<file path="config.mk">
export PLATFORM = sky130hd
export DESIGN_NAME = accel_shake_tempo_estimator
export DESIGN_NICKNAME = d
export VERILOG_FILES = /design/src/rtl/core/aste_pkg.sv /design/src/rtl/core/aste_ram.sv /design/src/rtl/core/accel_shake_tempo_estimator.sv
export SDC_FILE = /design/constraint.sdc
export NUM_CORES = 2
export LEC_CHECK = 0
export BUFFER_PORTS_ARGS = -buffer_cell sky130_fd_sc_hd__buf_2
export CORE_UTILIZATION = 41
export DETAILED_ROUTE_END_ITERATION = 10
export PLACE_DENSITY = 0.68
export SETUP_SLACK_MARGIN = 0.05
export SLEW_MARGIN = 20
export SYNTH_ARGS = -nofsm -noshare
export SYNTH_HDL_FRONTEND = slang
export SYNTH_HIERARCHICAL = 1
export SYNTH_SLANG_ARGS = --single-unit
</file>
<file path="constraint.sdc">
create_clock -name aclk -period 37.2 [get_ports aclk]
set_input_delay 3.72 -clock aclk [delete_from_list [all_inputs] [get_ports aclk]]
set_output_delay 3.72 -clock aclk [all_outputs]
set_load 0.01 [all_outputs]
</file>
<file path="src/rtl/core/aste_pkg.sv">
// Package: register indexes, reset values and shared constants of the tempo estimator.
package aste_pkg;
    localparam int CFG_IDX_W = 3;
    localparam int CFG_DATA_W = 16;

    typedef enum logic [CFG_IDX_W-1:0] {
        REG_FAST_GAIN      = 3'd0,
        REG_SLOW_GAIN      = 3'd1,
        REG_ACTIVITY_GAIN  = 3'd2,
        REG_ACT_THRESHOLD  = 3'd3,
        REG_CROSS_TOL      = 3'd4,
        REG_BPM_PER_CROSS  = 3'd5
    } cfg_index_t;

    localparam logic [15:0] FAST_GAIN_RST = 16'd19661;
    localparam logic [15:0] SLOW_GAIN_RST = 16'd3277;
    localparam logic [15:0] ACT_GAIN_RST  = 16'd1966;
    localparam logic [11:0] ACT_THR_RST   = 12'd15;
    localparam logic [11:0] CROSS_TOL_RST = 12'd2;
    localparam logic [7:0]  BPM_PER_RST   = 8'd5;

    localparam logic [15:0] PERIOD_NUM = 16'd60000;
endpackage

</file>
<file path="src/rtl/core/aste_ram.sv">
// Generic single-port RAM with registered read.
module aste_ram #(
    parameter int WIDTH = 1,
    parameter int DEPTH = 16
) (
    input  logic                     aclk,
    input  logic                     we,
    input  logic [$clog2(DEPTH)-1:0] addr,
    input  logic [WIDTH-1:0]         wdata,
    output logic [WIDTH-1:0]         rdata
);
    logic [WIDTH-1:0] mem [DEPTH];

    always_ff @(posedge aclk) begin
        if (we) begin
            mem[addr] <= wdata;
        end
        rdata <= mem[addr];
    end
endmodule

</file>
<file path="src/rtl/core/accel_shake_tempo_estimator.sv">
// Top level of the accelerometer shake tempo estimator.
//
// Input channel s_*: one 3-axis sample per item (valid/ready). Result channel
// m_*: one item per sample, with crossing flag, tempo in bpm, activity and
// beat period in ms. Configuration: write cfg_we with cfg_index/cfg_data,
// only while the block is idle.
//
// Processing steps in order: squares, square root (one result bit a
// cycle), three IIR filters of 2 multiplies each through one shared 17x16
// multiplier, high-pass, window update (registered RAM read), tempo
// multiply, period divide (one quotient bit a cycle), output. When
// activity is not above the threshold the window write is skipped. Only
// one sample is in work; s_ready is high in the idle state, so a new item
// is taken only once the result of the last one has been loaded into the
// output register.
// The result waits in an output register; while m_ready is low the next
// sample is still accepted and worked on, and it stalls only at its own
// result until the register is free.
//
// After reset the window RAM is cleared, one entry a cycle, over all
// WINDOW_LEN entries, during which no sample is accepted.
module accel_shake_tempo_estimator #(
    parameter int WINDOW_LEN  = 750,
    parameter int SAMPLE_BITS = 12
) (
    input  logic                            aclk,
    input  logic                            aresetn,
    input  logic                            cfg_we,
    input  logic [aste_pkg::CFG_IDX_W-1:0]  cfg_index,
    input  logic [aste_pkg::CFG_DATA_W-1:0] cfg_data,
    input  logic                            s_valid,
    output logic                            s_ready,
    input  logic signed [SAMPLE_BITS-1:0]   s_accel_x,
    input  logic signed [SAMPLE_BITS-1:0]   s_accel_y,
    input  logic signed [SAMPLE_BITS-1:0]   s_accel_z,
    output logic                            m_valid,
    input  logic                            m_ready,
    output logic                            m_crossing_seen,
    output logic [15:0]                     m_tempo_bpm,
    output logic [11:0]                     m_activity_level,
    output logic [15:0]                     m_beat_period_ms
);
    import aste_pkg::*;

    localparam int PW = $clog2(WINDOW_LEN);
    localparam int NW = $clog2(WINDOW_LEN + 1);   // ones in the window
    localparam int SQW = 2 * SAMPLE_BITS + 2;   // sum of three squares
    localparam int RW = SAMPLE_BITS + 1;        // root width
    localparam int RSTEPS = (SQW + 1) / 2;
    localparam int CW = $clog2(RSTEPS + 1) + 5;
    localparam logic [PW-1:0] PTR_LAST = PW'(WINDOW_LEN - 1);

    typedef enum logic [3:0] {
        ST_CLEAR, ST_IDLE, ST_SQ, ST_ROOT, ST_IIR, ST_HP, ST_WIN_RD, ST_WIN_WR,
        ST_BPM, ST_DIV, ST_OUT
    } state_t;

    state_t state_reg;

    // configuration
    logic [15:0] fast_gain_reg, slow_gain_reg, act_gain_reg;
    logic [11:0] act_thr_reg, cross_tol_reg;
    logic [7:0]  bpm_per_reg;

    // filter state
    logic [15:0] fast_reg, slow_reg, act_reg;
    logic signed [15:0] prev_hp_reg;
    logic [PW-1:0] ptr_reg;
    logic [NW-1:0] count_reg;

    // work registers
    logic signed [SAMPLE_BITS-1:0] ax_reg, ay_reg, az_reg;
    logic [SQW-1:0] sq_reg;
    logic [RW-1:0]  root_reg;
    logic [SQW-1:0] rem_reg;
    logic [CW-1:0]  cnt_reg;
    logic [32:0]    acc_reg;
    logic [15:0]    mag_reg;
    logic signed [15:0] hp_reg;
    logic           crossed_reg;
    logic [15:0]    bpm_reg;
    logic [16:0]    drem_reg;
    logic [15:0]    quot_reg;

    // shared multiplier: 17 x 16 unsigned
    logic [16:0] mul_a;
    logic [15:0] mul_b;
    logic [32:0] mul_p;
    assign mul_p = mul_a * mul_b;

    // multiplier operand selection for squares, IIR steps and the tempo multiply
    logic [15:0] prev_abs;
    assign prev_abs = prev_hp_reg[15] ? 16'(-prev_hp_reg) : prev_hp_reg;

    always_comb begin
        logic signed [SAMPLE_BITS-1:0] s;
        logic [SAMPLE_BITS-1:0] sabs;
        logic [15:0] g, y, x;
        mul_a = '0;
        mul_b = '0;
        s = '0;
        sabs = '0;
        g = '0;
        y = '0;
        x = '0;
        case (state_reg)
            ST_SQ: begin
                case (cnt_reg[1:0])
                    2'd0:    s = ax_reg;
                    2'd1:    s = ay_reg;
                    default: s = az_reg;
                endcase
                // magnitude as unsigned, so the most negative sample stays positive
                sabs = s[SAMPLE_BITS-1] ? -s : s;
                mul_a = 17'(sabs);
                mul_b = 16'(sabs);
            end
            ST_IIR: begin
                case (cnt_reg[2:1])
                    2'd0: begin g = fast_gain_reg; y = fast_reg; x = mag_reg; end
                    2'd1: begin g = act_gain_reg;  y = act_reg;  x = prev_abs; end
                    default: begin g = slow_gain_reg; y = slow_reg; x = mag_reg; end
                endcase
                if (!cnt_reg[0]) begin
                    mul_a = 17'h10000 - {1'b0, g};
                    mul_b = y;
                end else begin
                    mul_a = {1'b0, g};
                    mul_b = x;
                end
            end
            ST_BPM: begin
                mul_a = 17'(count_reg);
                mul_b = {8'd0, bpm_per_reg};
            end
            default: ;
        endcase
    end

    // window RAM
    logic          ram_we;
    logic [PW-1:0] ram_addr;
    logic          ram_wdata, ram_rdata;

    aste_ram #(.WIDTH(1), .DEPTH(WINDOW_LEN)) u_window (
        .aclk(aclk), .we(ram_we), .addr(ram_addr), .wdata(ram_wdata), .rdata(ram_rdata)
    );

    always_comb begin
        ram_we = 1'b0;
        ram_wdata = 1'b0;
        ram_addr = ptr_reg;
        if (state_reg == ST_CLEAR) begin
            ram_we = 1'b1;
        end else if (state_reg == ST_WIN_WR) begin
            ram_we = 1'b1;
            ram_wdata = crossed_reg;
        end
    end

    // square-root step
    logic [SQW-1:0] trial;
    logic [1:0]     pair;
    logic [SQW-1:0] rem_sh;
    always_comb begin
        pair = sq_reg[SQW-1 -: 2];
        rem_sh = {rem_reg[SQW-3:0], pair};
        trial = SQW'({root_reg, 2'b01});
    end

    // high-pass
    logic signed [17:0] hp_wide;
    logic signed [17:0] rise;
    assign hp_wide = $signed({2'b00, fast_reg}) - $signed({2'b00, slow_reg});
    assign rise = 18'(hp_reg) - 18'(prev_hp_reg);

    // divider step
    logic [16:0] dtrial;
    assign dtrial = {drem_reg[15:0], PERIOD_NUM[15 - cnt_reg[3:0]]};

    assign s_ready = (state_reg == ST_IDLE);

    always_ff @(posedge aclk) begin
        if (!aresetn) begin
            state_reg <= ST_CLEAR;
            fast_gain_reg <= FAST_GAIN_RST;
            slow_gain_reg <= SLOW_GAIN_RST;
            act_gain_reg <= ACT_GAIN_RST;
            act_thr_reg <= ACT_THR_RST;
            cross_tol_reg <= CROSS_TOL_RST;
            bpm_per_reg <= BPM_PER_RST;
            fast_reg <= '0;
            slow_reg <= '0;
            act_reg <= '0;
            prev_hp_reg <= '0;
            ptr_reg <= '0;
            count_reg <= '0;
            cnt_reg <= '0;
            m_valid <= 1'b0;
        end else begin
            if (cfg_we) begin
                case (cfg_index)
                    REG_FAST_GAIN:     fast_gain_reg <= cfg_data;
                    REG_SLOW_GAIN:     slow_gain_reg <= cfg_data;
                    REG_ACTIVITY_GAIN: act_gain_reg <= cfg_data;
                    REG_ACT_THRESHOLD: act_thr_reg <= cfg_data[11:0];
                    REG_CROSS_TOL:     cross_tol_reg <= cfg_data[11:0];
                    REG_BPM_PER_CROSS: bpm_per_reg <= cfg_data[7:0];
                    default: ;
                endcase
            end
            if (m_valid && m_ready && state_reg != ST_OUT) begin
                m_valid <= 1'b0;
            end
            case (state_reg)
                ST_CLEAR: begin
                    if (ptr_reg == PTR_LAST) begin
                        ptr_reg <= '0;
                        state_reg <= ST_IDLE;
                    end else begin
                        ptr_reg <= ptr_reg + 1'b1;
                    end
                end
                ST_IDLE: begin
                    if (s_valid) begin
                        ax_reg <= s_accel_x;
                        ay_reg <= s_accel_y;
                        az_reg <= s_accel_z;
                        sq_reg <= '0;
                        cnt_reg <= '0;
                        state_reg <= ST_SQ;
                    end
                end
                ST_SQ: begin
                    sq_reg <= sq_reg + SQW'(mul_p);
                    if (cnt_reg == CW'(2)) begin
                        cnt_reg <= '0;
                        root_reg <= '0;
                        rem_reg <= '0;
                        state_reg <= ST_ROOT;
                    end else begin
                        cnt_reg <= cnt_reg + 1'b1;
                    end
                end
                ST_ROOT: begin
                    // one root bit a cycle, two radicand bits consumed
                    sq_reg <= {sq_reg[SQW-3:0], 2'b00};
                    if (rem_sh >= trial) begin
                        rem_reg <= rem_sh - trial;
                        root_reg <= {root_reg[RW-2:0], 1'b1};
                    end else begin
                        rem_reg <= rem_sh;
                        root_reg <= {root_reg[RW-2:0], 1'b0};
                    end
                    if (cnt_reg == CW'(RSTEPS - 1)) begin
                        cnt_reg <= '0;
                        state_reg <= ST_IIR;
                    end else begin
                        cnt_reg <= cnt_reg + 1'b1;
                    end
                end
                ST_IIR: begin
                    if (cnt_reg == '0) begin
                        mag_reg <= 16'(root_reg);
                    end
                    if (!cnt_reg[0]) begin
                        acc_reg <= mul_p;
                    end else begin
                        case (cnt_reg[2:1])
                            2'd0:    fast_reg <= 16'((acc_reg + mul_p) >> 16);
                            2'd1:    act_reg <= 16'((acc_reg + mul_p) >> 16);
                            default: slow_reg <= 16'((acc_reg + mul_p) >> 16);
                        endcase
                    end
                    if (cnt_reg == CW'(5)) begin
                        cnt_reg <= '0;
                        state_reg <= ST_HP;
                    end else begin
                        cnt_reg <= cnt_reg + 1'b1;
                    end
                end
                ST_HP: begin
                    // saturate fast minus slow
                    if (hp_wide > 18'sd32767) begin
                        hp_reg <= 16'sh7fff;
                    end else if (hp_wide < -18'sd32768) begin
                        hp_reg <= 16'sh8000;
                    end else begin
                        hp_reg <= 16'(hp_wide);
                    end
                    state_reg <= ST_WIN_RD;
                end
                ST_WIN_RD: begin
                    if ({4'd0, act_reg} > {8'd0, act_thr_reg}) begin
                        crossed_reg <= (hp_reg > 0) && prev_hp_reg[15]
                                       && (rise > $signed({6'd0, cross_tol_reg}));
                        state_reg <= ST_WIN_WR;
                    end else begin
                        crossed_reg <= 1'b0;
                        state_reg <= ST_BPM;
                    end
                end
                ST_WIN_WR: begin
                    count_reg <= count_reg - NW'(ram_rdata) + NW'(crossed_reg);
                    ptr_reg <= (ptr_reg == PTR_LAST) ? '0 : ptr_reg + 1'b1;
                    state_reg <= ST_BPM;
                end
                ST_BPM: begin
                    prev_hp_reg <= hp_reg;
                    bpm_reg <= (mul_p > 33'd65535) ? 16'hffff : mul_p[15:0];
                    drem_reg <= '0;
                    cnt_reg <= '0;
                    state_reg <= ST_DIV;
                end
                ST_DIV: begin
                    // restoring division, one quotient bit a cycle
                    if (dtrial >= {1'b0, bpm_reg}) begin
                        drem_reg <= dtrial - {1'b0, bpm_reg};
                        quot_reg <= {quot_reg[14:0], 1'b1};
                    end else begin
                        drem_reg <= dtrial;
                        quot_reg <= {quot_reg[14:0], 1'b0};
                    end
                    if (cnt_reg == CW'(15)) begin
                        cnt_reg <= '0;
                        state_reg <= ST_OUT;
                    end else begin
                        cnt_reg <= cnt_reg + 1'b1;
                    end
                end
                ST_OUT: begin
                    // hold until the output register is free
                    if (!m_valid || m_ready) begin
                        m_valid <= 1'b1;
                        m_crossing_seen <= crossed_reg;
                        m_tempo_bpm <= bpm_reg;
                        m_activity_level <= (act_reg > 16'd4095) ? 12'hfff : act_reg[11:0];
                        m_beat_period_ms <= (bpm_reg == '0) ? PERIOD_NUM : quot_reg;
                        state_reg <= ST_IDLE;
                    end
                end
                default: state_reg <= ST_IDLE;
            endcase
        end
    end
endmodule

</file>
Yosys cells after proc, flatten, opt, wreduce, memory -nomap -nowiden
Memory sizes are Yosys's and may differ from the RTL's. A register that Yosys moved wholly into a read port is not among the register bits.
Index checks and enable logic that the tools add are counted.

word-level totals
  memory bits (writable) = 750
  output and inout port bits = 47
  memories = 2
  memory bits (read-only) = 16
  register bits after elaboration = 432

memories
  memory           depth  bits a word  read ports  clocked after memory_dff  write ports  line                                source
  u_window.mem     750    1            1           1                         1            aste_ram.sv:12                      logic [WIDTH-1:0] mem [DEPTH];
  (no name shown)  16     1            1           0                         0            accel_shake_tempo_estimator.sv:179  assign dtrial = {drem_reg[15:0], PERIOD_NUM[15 - cnt_reg[3:0]]};

cells by class
  add/sub/neg operators = 14
  equal/unequal tests = 30
  reduce and logical (&&, ||, !) cells = 40
  order comparisons = 10
  mux-type cells = 50
  multiply operators = 1
  bitwise logic cells = 2

operator list
  operator                                                                           number
  16-bit 2-to-1 mux                                                                  6
  16-bit case mux with 2 select lines                                                3
  26-bit case mux with 3 select lines                                                1
  9-bit case mux with 6 select lines                                                 1
  17-bit case mux with 3 select lines                                                1
  24-bit 2-to-1 mux                                                                  2
  16-bit case mux with 3 select lines                                                1
  24-bit case mux with 2 select lines                                                1
  9-bit 2-to-1 mux                                                                   5
  4-bit case mux with 11 select lines                                                1
  16-bit by 16-bit subtractor with 17-bit output                                     2
  33-bit by 16-bit greater-than comparator with 1-bit output, second input constant  1
  17-bit by 16-bit multiplier with 33-bit output                                     1
  32-bit adder                                                                       1
  32-bit by 5-bit less-than comparator with 1-bit output, second input constant      1
  4-bit 2-to-1 mux                                                                   8
  3-bit AND reduction                                                                9
  26-bit adder                                                                       1
  26-bit by 15-bit greater-or-equal comparator with 1-bit output                     1
  26-bit 2-to-1 mux                                                                  1
  13-bit case mux with 2 select lines                                                1
  12-bit 2-to-1 mux                                                                  2
  12-bit case mux with 2 select lines                                                1
  2-bit AND reduction                                                                12
  50 further kinds                                                                   83

Logic depth before layout (Yosys ltp)
  depth in word-level cells = 9
  depth in mapped cells = 50

Modules after synthesis
Netlist, hierarchy kept.

modules (own cells, without submodules)
  module                       sequential area each (µm²)  area an instance (µm²)  times used  cells an instance
  accel_shake_tempo_estimator  11190.7                     33545.9                 1           3723
  aste_ram                     22541.6                     32608.8                 1           2486

Worst setup path before layout
Ideal clock, no wire load.

  path kind = register to register
  from = reg state_reg[2]
  to = mem u_window.mem[0], data pin
  path slack = 15.174 ns
  data required time = 33.508 ns
  cell stages (with the launch flop) = 5
  period minus slack after synthesis = 22.026 ns
  arrival = 18.334 ns
  cell sequence = dfxtp_1 clkbuf_1 nand3_1 clkbuf_1 nor2_1

between the ends
  longest elaborated chain between the ends = 3
  elaborated cells on any way between the ends = 4
  classes of those cells = eq/ne (1); mux (2); reduce/logical (1)

RTL lines
  what                                      line                                source
  start, declared                           accel_shake_tempo_estimator.sv:58   state_t state_reg;
  start signal, assigned                    accel_shake_tempo_estimator.sv:185  state_reg <= ST_CLEAR;
  start signal, assigned                    accel_shake_tempo_estimator.sv:219  state_reg <= ST_IDLE;
  start signal, assigned                    accel_shake_tempo_estimator.sv:231  state_reg <= ST_SQ;
  4-bit by 3-bit == test with 1-bit output  accel_shake_tempo_estimator.sv:155  end else if (state_reg == ST_WIN_WR) begin
  1-bit 2-to-1 mux                          accel_shake_tempo_estimator.sv:155
  1-bit 2-to-1 mux *                        accel_shake_tempo_estimator.sv:153  if (state_reg == ST_CLEAR) begin
  via ram_wdata                             accel_shake_tempo_estimator.sv:143  logic ram_wdata, ram_rdata;
  end, declared                             aste_ram.sv:12

The timed path passes the listed nets; every way through them passes the cells marked *.

Final worst setup path
  from = reg cnt_reg[0]
  to = reg act_reg[15]

between the ends
  longest elaborated chain between the ends = 8
  elaborated cells on any way between the ends = 13
  classes of those cells = add/sub (2); mul (1); eq/ne (1); mux (7); reduce/logical (2)

RTL lines
  what                                                                                        line                                source
  start, declared                                                                             accel_shake_tempo_estimator.sv:76   logic [CW-1:0] cnt_reg;
  start signal, assigned                                                                      accel_shake_tempo_estimator.sv:242  cnt_reg <= cnt_reg + 1'b1;
  start signal, assigned                                                                      accel_shake_tempo_estimator.sv:259  cnt_reg <= cnt_reg + 1'b1;
  start signal, assigned                                                                      accel_shake_tempo_estimator.sv:279  cnt_reg <= cnt_reg + 1'b1;
  2-bit by 1-bit == test with 1-bit output or 2-bit logical NOT (tied branches)               accel_shake_tempo_estimator.sv:108  case (cnt_reg[1:0])
  12-bit case mux with 2 select lines                                                         accel_shake_tempo_estimator.sv:108
  12-bit 2-to-1 mux                                                                           accel_shake_tempo_estimator.sv:106  case (state_reg)
  12-bit negation                                                                             accel_shake_tempo_estimator.sv:114  sabs = s[SAMPLE_BITS-1] ? -s : s;
  12-bit 2-to-1 mux                                                                           accel_shake_tempo_estimator.sv:114
  17-bit case mux with 3 select lines or 16-bit case mux with 3 select lines (tied branches)  accel_shake_tempo_estimator.sv:106
  17-bit by 16-bit multiplier with 33-bit output *                                            accel_shake_tempo_estimator.sv:89   assign mul_p = mul_a * mul_b;
  via mul_p[25]                                                                               accel_shake_tempo_estimator.sv:88   logic [32:0] mul_p;
  32-bit adder *                                                                              accel_shake_tempo_estimator.sv:271  2'd1: act_reg <= 16'((acc_reg + mul_p) >> 16);
  end signal, assigned                                                                        accel_shake_tempo_estimator.sv:271
  end, declared                                                                               accel_shake_tempo_estimator.sv:66   logic [15:0] fast_reg, slow_reg, act_reg;

The timed path passes the listed nets; every way through them passes the cells marked *. The select of a mux whose other input is x is not followed.
A chain may end at the register's enable or synchronous reset.

==> metrics.cfg <==
[outcome]
run_status = complete, no violations

[pwr]
p_leak_nw = 25.3
powerDensity_mw_per_mm2 = 39.1
finalPower_mw = 2.87
vdd_ir_drop_max_v = 0.0000459

[final_layout]
final_util = 0.457
fin_nets = 6723
drive_gt1_frac = 0.0881
fin_area_mm2 = 0.0734
largest_reg_flops = 750
fillCellCount = 14800
area_growth_pct = 10.9

[clocking]
clkSinkCount = 1183
cts_tree = built
cts_resized = 0
cts.clk_slew.worst_paths_ns = 0.06
cts_root_buf = clkbuf_16
htreeDepth = 4
postCtsSetupBuffers = 0
cts-buffers-inserted = 132
ctsHoldBuffers = 0
max-clock-path-buffers = 3
clock_latency_ns = 0.79

[sta]
fmax_mhz = 84.1
rsz0062_at_grt = false
setup_viol = 0
slew_viol_final = 0
slew_headroom = 0.169
hold_slack_ns = 0.440
skew_ns = 0.0438
post-route-period-util = 0.319
finalHoldViolCount = 0
setup_tns_ns = 0
min_period_ns = 11.88
worstMarginPinSlew_ns = 1.24

[drt]
finalWirelength_mm = 196
route.detailed.drc = 0
vias_per_cell = 5.71
drtIter0Drc = 5176
dr.pass1.iters = 6
wl_per_cell_um = 23.2
vias = 48200
antenna_left = 0

[global_route]
antenna_found_initial = 5
track_usage = 0.238
grt_util_met3 = 0.0527
overflow = 0
grt_busiest_layer = met2
grt_pass1_wl_mm = 293
grt_pass1_vias = 47200
grt_max_degree = 256
met1_usage = 0.301
met2_usage = 0.391

[critical_path]
start_kind = flop
crit_slowest_cell = o21ai_1
crit_top_cell = fa_1
reg2regPathDepth = 38
r2r_start = cnt_reg[0]
max_stage_delay_ns = 0.58
arrival_ns = 12.58
required_ns = 37.89
worstPathMaxFanout = 38
r2r_end = act_reg[15]
r2r_slack_ns = 25.32
critPathKind = reg2reg
endpoint_kind = flop

[die]
num_io_pins = 107
die_y_um = 404
start_util = 0.412
die_area_mm2 = 0.163
die_x_um = 404
core-area_mm2 = 0.160
rows = 147

[synthesis]
synth_top_cell_area_share = 0.456
synthArstFlopShare = 0
yosysWarningCount = 6
synth_top_cell_by_area = edfxtp_1
ys.flop_type = edfxtp_1
synth_fp_nets = 6748
ys_seq_area_frac = 0.510
synth.top_cells.by_area = edfxtp_1 46%, fa_1 6.4%, nor2_1 6.1%
yosys.cell_types.count = 91
ys_seq_elements = 1183
syn_avg_cell_area_um2 = 10.7
synthesis.area_mm2 = 0.0662
synth_cells = 6209
synth_edf_count = 1004

[hold_path]
hold_depth = 0
min_to = mag_reg[3]
min_from = root_reg[3]
hold_path.class = reg2reg

[placed_design]
io_buffers = 106
place_congestion = 0.955
place_area_mm2 = 0.0688
hpwl_mm = 128

[flow_run]
max_cap_viol_count = 0

-- Yosys cell counts, types with 23 or more instances --
| master | instances |
|---|---|
| ha_1 | 266 |
| nand2b_1 | 53 |
| nand4_1 | 51 |
| nor2b_1 | 59 |
| o21a_1 | 23 |
| nand3_1 | 88 |
| xnor2_1 | 102 |
| or3_1 | 30 |
| inv_1 | 413 |
| and3_1 | 38 |
| a21o_1 | 50 |
| and2_1 | 47 |
| buf_2 | 52 |
| mux2i_1 | 367 |
| dfxtp_1 | 179 |
| o21ai_0 | 114 |
| a31oi_1 | 25 |
| o211ai_1 | 24 |
| a211oi_1 | 57 |
| nor3_1 | 59 |
| fa_1 | 213 |
| o22ai_1 | 162 |
| a21oi_1 | 294 |
| nor2_1 | 1068 |
| nor4_1 | 57 |
| clkbuf_1 | 290 |
| mux4_2 | 26 |
| edfxtp_1 | 1004 |
| nand2_1 | 628 |
| xor2_1 | 57 |
-- metrics by stage --
step	instances	setup WS [ns]
2_1_floorplan	6209	15.17
3_3_place_gp	8209	25.92
3_5_place_dp	8209	25.62
4_1_cts	8448	25.54
5_1_grt	8449	24.45
6_report	8450	25.32
-- power breakdown --
| group | internal (mW) | leakage [nW] | switching [mW] |
|---|---|---|---|
| combinational | 0.0304 | 14.2 | 0.0630 |
| sequential | 1.42 | 9.02 | 0.00414 |
| clock | 0.771 | 2.16 | 0.576 |
| total | 2.22 | 25.3 | 0.643 |
-- area by class of cell --
class	instances	area, um^2	share of cell area
Tap cell	2160	2700	0.0368
Antenna cell	1	2.50	0.0000341
Clock inverter	75	938	0.0128
Clock buffer	164	3540	0.0482
Sequential cell	1183	33700	0.460
Timing Repair Buffer	222	1440	0.0196
Inverter	414	1560	0.0212
Multi-Input combinational cell	4231	29400	0.401
-- layer usage --
layer	wire length (um)	up-vias
li1	-	21700
met1	77400	24000
met5	67	-
met4	9030	6
met3	17700	477
met2	92000	2107
-- cell usage in the layout, fill, tap and decap left out, drive strengths merged, types with 59 or more instances in the layout --
cell    netlist  final
a21oi       294    294
nor2b        59     59
nand3        88     88
clkbuf      290    164
fa          213    213
dfxtp       179    179
ha          266    266
nor2       1068   1068
mux2i       367    367
nor3         59     59
inv         414    421
o22ai       162    162
nand2       628    628
buf          91    222
edfxtp     1004   1004
o21ai       121    121
xnor2       102    102
-- kinds of logic after synthesis --
| group | share of synthesized area |
|---|---|
| fa+ha+maj | 0.117 |
| flops | 0.510 |
| buf+inv | 0.0480 |
| xor+xnor | 0.0214 |
| mux | 0.0661 |
| simple gates | 0.150 |
| compound gates | 0.0877 |
-- worst max-delay path: cells and delay by family, from the launching register on --
family | cells | cell delay [ns]
AOI/OAI and AO/OA | 9 | 2.38
xor gates and xnor gates | 3 | 1.08
adders and majority gates | 9 | 4.49
buffers and inverters | 5 | 0.74
DFF | 1 | 0.30
and+or+nand+nor | 12 | 2.74
-- worst max path at each step --
stage                             from  slack, ns         endpoint  cells past startpoint
after global placement      cnt_reg[0]      25.92      act_reg[15]                     39
final                       cnt_reg[0]      25.32      act_reg[15]                     38
after CTS                   cnt_reg[0]      25.54      act_reg[15]                     38
after global routing        cnt_reg[0]      24.45      act_reg[15]                     38
after detailed placement    cnt_reg[0]      25.62      act_reg[15]                     38
after floorplan           state_reg[2]      15.17  u_window/mem[0]                      4
Note: power is estimated with default switching activity, not from simulation.
